File: src/rtl/pse_pkg.sv
// Shared types and constants for the prime sieve engine.
// Request and response payloads, status codes, controller states and the
// command/status bundles between controller and datapath. No dependencies.
package pse_pkg;

   // Default for the highest limit the bitmap is sized for
   localparam int LIMIT_MAX_DEFAULT = 65535;
   // Highest index a 16-bit query can name
   localparam int INDEX_MAX = 65535;
   // Limit register value after reset
   localparam logic [15:0] SIEVE_LIMIT_RESET = 16'd1023;

   // Operation codes
   localparam logic OP_BUILD  = 1'b0;
   localparam logic OP_LOOKUP = 1'b1;

   // Response status codes
   localparam logic [1:0] STATUS_OK      = 2'd0;
   localparam logic [1:0] STATUS_RANGE   = 2'd1;
   localparam logic [1:0] STATUS_UNBUILT = 2'd2;

   typedef struct packed {
      logic        operation;
      logic [15:0] query_index;
   } req_type;

   typedef struct packed {
      logic       is_prime;
      logic [1:0] status;
   } rsp_type;

   typedef enum logic [2:0] {
      ST_IDLE,
      ST_FILL,
      ST_BASE_CHECK,
      ST_BASE_TEST,
      ST_STRIKE,
      ST_BUILD_DONE,
      ST_LOOKUP
   } state_type;

   // Controller to datapath
   typedef struct packed {
      logic accept_build;
      logic accept_lookup;
      logic fill_step;
      logic base_init;
      logic base_read;
      logic base_next;
      logic strike_init;
      logic strike_step;
      logic finish_build;
      logic load_rsp_build;
      logic load_rsp_lookup;
   } cmd_type;

   // Datapath to controller
   typedef struct packed {
      logic fill_last;
      logic base_over;
      logic base_prime;
      logic strike_over;
      logic rsp_busy;
   } stat_type;

endpackage

File: src/rtl/pse_ctrl.sv
// Sequencing state machine of the prime sieve engine.
// Depends on pse_pkg; drives the datapath through cmd_type, reads stat_type.
module pse_ctrl
   import pse_pkg::*;
(
   input  logic     clock,
   input  logic     reset,
   input  logic     req_valid,
   input  logic     req_operation,
   output logic     req_ready,
   input  stat_type stat,
   output cmd_type  cmd
);

   state_type state_ff, state_in;

   // State register
   always_ff @(posedge clock) begin
      if (reset) begin
         state_ff <= ST_IDLE;
      end else begin
         state_ff <= state_in;
      end
   end

   // Next state and commands
   always_comb begin
      state_in  = state_ff;
      cmd       = '0;
      req_ready = 1'b0;
      unique case (state_ff)
         ST_IDLE: begin
            req_ready = 1'b1;
            if (req_valid) begin
               if (req_operation == OP_LOOKUP) begin
                  cmd.accept_lookup = 1'b1;
                  state_in          = ST_LOOKUP;
               end else begin
                  cmd.accept_build = 1'b1;
                  state_in         = ST_FILL;
               end
            end
         end
         // mark 0..limit, one entry a cycle
         ST_FILL: begin
            cmd.fill_step = 1'b1;
            if (stat.fill_last) begin
               cmd.base_init = 1'b1;
               state_in      = ST_BASE_CHECK;
            end
         end
         // stop once base squared passes the limit, else fetch its entry
         ST_BASE_CHECK: begin
            if (stat.base_over) begin
               cmd.finish_build = 1'b1;
               state_in         = ST_BUILD_DONE;
            end else begin
               cmd.base_read = 1'b1;
               state_in      = ST_BASE_TEST;
            end
         end
         ST_BASE_TEST: begin
            if (stat.base_prime) begin
               cmd.strike_init = 1'b1;
               state_in        = ST_STRIKE;
            end else begin
               cmd.base_next = 1'b1;
               state_in      = ST_BASE_CHECK;
            end
         end
         // clear multiples from base squared upwards
         ST_STRIKE: begin
            if (stat.strike_over) begin
               cmd.base_next = 1'b1;
               state_in      = ST_BASE_CHECK;
            end else begin
               cmd.strike_step = 1'b1;
            end
         end
         ST_BUILD_DONE: begin
            if (!stat.rsp_busy) begin
               cmd.load_rsp_build = 1'b1;
               state_in           = ST_IDLE;
            end
         end
         ST_LOOKUP: begin
            if (!stat.rsp_busy) begin
               cmd.load_rsp_lookup = 1'b1;
               state_in            = ST_IDLE;
            end
         end
         default: begin
            state_in = ST_IDLE;
         end
      endcase
   end

endmodule

File: config.mk
export PLATFORM = sky130hd
export DESIGN_NAME = pse_ctrl
export DESIGN_NICKNAME = d
export VERILOG_FILES = /design/src/rtl/pse_pkg.sv /design/src/rtl/pse_ctrl.sv
export SDC_FILE = /design/constraint.sdc
export NUM_CORES = 1
export LEC_CHECK = 0
export BUFFER_PORTS_ARGS = -buffer_cell sky130_fd_sc_hd__buf_4
export CAP_MARGIN = 20
export CORE_AREA = 2 2 39 41
export CTS_CLUSTER_SIZE = 25
export DETAILED_ROUTE_END_ITERATION = 10
export DIE_AREA = 0 0 41 43
export PLACE_DENSITY = 0.53
export SETUP_SLACK_MARGIN = 0.15
export SYNTH_ARGS = -nofsm -noshare
export SYNTH_HDL_FRONTEND = slang
export SYNTH_SLANG_ARGS = --single-unit
export TNS_END_PERCENT = 10
File: constraint.sdc
create_clock -name clock -period 2.95 [get_ports clock]
set_input_delay 0.59 -clock clock [delete_from_list [all_inputs] [get_ports clock]]
set_output_delay 0.59 -clock clock [all_outputs]
set_load 0.02 [all_outputs]
==> impl_metrics.tcl <==
set metrics [dict create \
    wire_per_inst_um 11.9 \
    finalSetupViolations 0 \
    finalWirelength_um 972 \
    cts_buffers 3 \
    die-area_um2 1760 \
    cp_slowest_cell "dfxtp_1" \
    top_regs "state_ff x3" \
    cts_resized 0 \
    htree_levels 1 \
    ys_warn_count 0 \
    die_w_um 41 \
    pwr-share-comb 0.597 \
    cts_buffer_depth 2 \
    firstDrtPassIters 3 \
    routabilityCongestion 0.726 \
    timing.hold.ws_ns 0.542 \
    start_kind "flip-flop" \
    start_util 0.245 \
    ant_nets 0 \
    p_leak_nw 0.231 \
    cts_root_buffer "clkbuf_4" \
    netlist.area_leader.share 0.177 \
    ys_top_cells_by_area "dfxtp_1 18%, and3_1 5.5%, nand2_1 5.5%, nor4_1 5.5%, a21oi_1 4.4%" \
    switching_share 0.509 \
    grt_pass1_vias 360 \
    ys_types 28 \
    drive_above_1_share 0.424 \
    area_delta_synth_final_pct 50.6 \
    via_per_inst 5.24 \
    grt_start_max_net_pins 17 \
    num_rows 14 \
    period_needed_ns 2.26 \
    min_period_over_period 0.765 \
    p_clk_frac 0.146 \
    path_clk_slew_ns 0.04 \
    overflow 0 \
    synth_seq_cells 3 \
    status "finished, final reports clean" \
    power-per-cell-area_nw_per_um2 989 \
    crit_fanout 16 \
    power.switching_w 0.000257 \
    postCtsSetupBuffers 0 \
    fmax_mhz 443 \
    cts.sinks 3 \
    rsz0062_at_grt "false" \
    synth_seq_area_share 0.177 \
    arrival_ns 1.67 \
    cp-end-kind "output pin" \
    slew_headroom 0.634 \
    grt.total_usage 0.117 \
    skew_ns 0.00981 \
    grt_pass1_wl_mm 1.42 \
    path_cells "inv_1, nor4b_1, buf_4" \
    cts_tree "built" \
    power_frac_seq 0.257 \
    first_iter_violations 15 \
    final_nets 76 \
    antenna_found_initial 0 \
    ir_drop_uv 255 \
    cts_hold_buffers 0 \
    cp.required_ns 2.36 \
    fp.coreArea_um2 1380 \
    synth_top_area_cell "dfxtp_1" \
    port-buffer-count 20 \
    route.detailed.drc 0 \
    tightest_slew_ns 0.548 \
    critPathKind "flip-flop to output pin" \
    regMostFlops "state_ff" \
    synth_cells 46 \
    hold_viol 0 \
    setup_tns_ns 0 \
    slowest_delay_ns 0.66 \
    syn_nets 55 \
    internal_power_w 0.000248 \
    vias 430 \
    synthesis.area_um2 339 \
    max-cap-violations 0 \
    largest_reg_flops 3 \
    die_h_um 43 \
    finalMaxSlewViolations 0 \
    io_pins 21 \
    dp_hpwl_um 698 \
    hp-class "input pin to flip-flop" \
    clock_latency_ns 0.24 \
    n_antenna_cell 0 \
    avgSynthCellArea_um2 7.37 \
]
==> cells in the mapped netlist, drive strengths merged <==
cell,instances
o21ai,1
buf,3
nand2b,1
nor4b,2
dfxtp,3
clkbuf,1
mux2,1
nand2,5
a31oi,2
nor2,3
a22o,1
o31ai,1
nand4,1
o21a,1
nand3,2
a2111oi,1
nor4,3
a21o,1
and4,1
inv,2
a21oi,3
xor2,1
nor3,3
and3,3
==> power by group through the flow <==
stage	Sequential, W	Clock [W]	Combinational (W)
floorplan	0.0000748	0	0.000266
CTS	0.000128	0.0000747	0.000302
global placement	0.000130	0	0.000302
detailed placement	0.000129	0	0.000301
finish	0.000130	0.0000736	0.000301
global route	0.000138	0.0000791	0.000328
==> metrics by stage <==
stage	std cells	util	cell area, um^2	setup slack, ns	total power (W)
6_report	82	0.369	510	0.692	0.000505
4_1_cts	82	0.369	510	0.702	0.000505
3_5_place_dp	78	0.350	484	0.953	0.000430
3_3_place_gp	78	0.350	484	1.01	0.000432
5_1_grt	82	0.369	510	0.527	0.000544
2_1_floorplan	46	-	339	0.900	0.000341
==> per-layer routing <==
| layer | global-route usage | wire length [um] |
|---|---|---|
| met2 | 0.156 | 474 |
| met5 | 0 | 0 |
| met4 | 0.0800 | 0 |
| met3 | 0.0471 | 57 |
| met1 | 0.147 | 439 |
==> cell usage in the layout, fill, tap and decap left out, drive strengths merged, types with 2 or more instances in the layout <==
master,n
a21oi,3
a31oi,2
dfxtp,3
nor4b,2
nand2,5
nor4,3
nor3,3
clkbuf,4
nor2,3
inv,2
buf,20
nand3,2
and3,3
==> layout make-up <==
| class | instances | area [um^2] |
|---|---|---|
| repair buffers | 20 | 150 |
| multi-input cells | 37 | 246 |
| well taps | 16 | 20.0 |
| inverters | 2 | 7.51 |
| clock buffers | 4 | 26.3 |
| flip-flops and latches | 3 | 60.1 |
| fillers | 142 | 873 |
==> critical path: cells and delay by family, from the launching register on <==
| kind | cells | cell delay (ns) |
|---|---|---|
| flops | 1 | 0.66 |
| buf+inv | 2 | 0.42 |
| simple gates | 1 | 0.35 |
==> worst paths after layout <==
| path | from | endpoint | slack [ns] | cells past startpoint |
|---|---|---|---|---|
| max reg2reg | state_ff[0] | state_ff[1] | 1.29 | 4 |
| min reg2reg | state_ff[1] | state_ff[1] | 0.80 | 2 |
| max | state_ff[0] | cmd[1] | 0.69 | 3 |
| min | reset | state_ff[0] | 0.54 | 2 |
==> cell families (layout without fill, tap and decap cells) <==
family                 Yosys count  in the layout  synth area share
AND/OR/NAND/NOR                 24             24             0.406
AO/OA/AOI/OAI                   11             11             0.251
buffers and inverters            6             26            0.0959
flip-flops                       3              3             0.177
XOR/XNOR                         1              1            0.0258
multiplexers                     1              1            0.0443
Note: power is estimated with default switching activity, not from simulation.
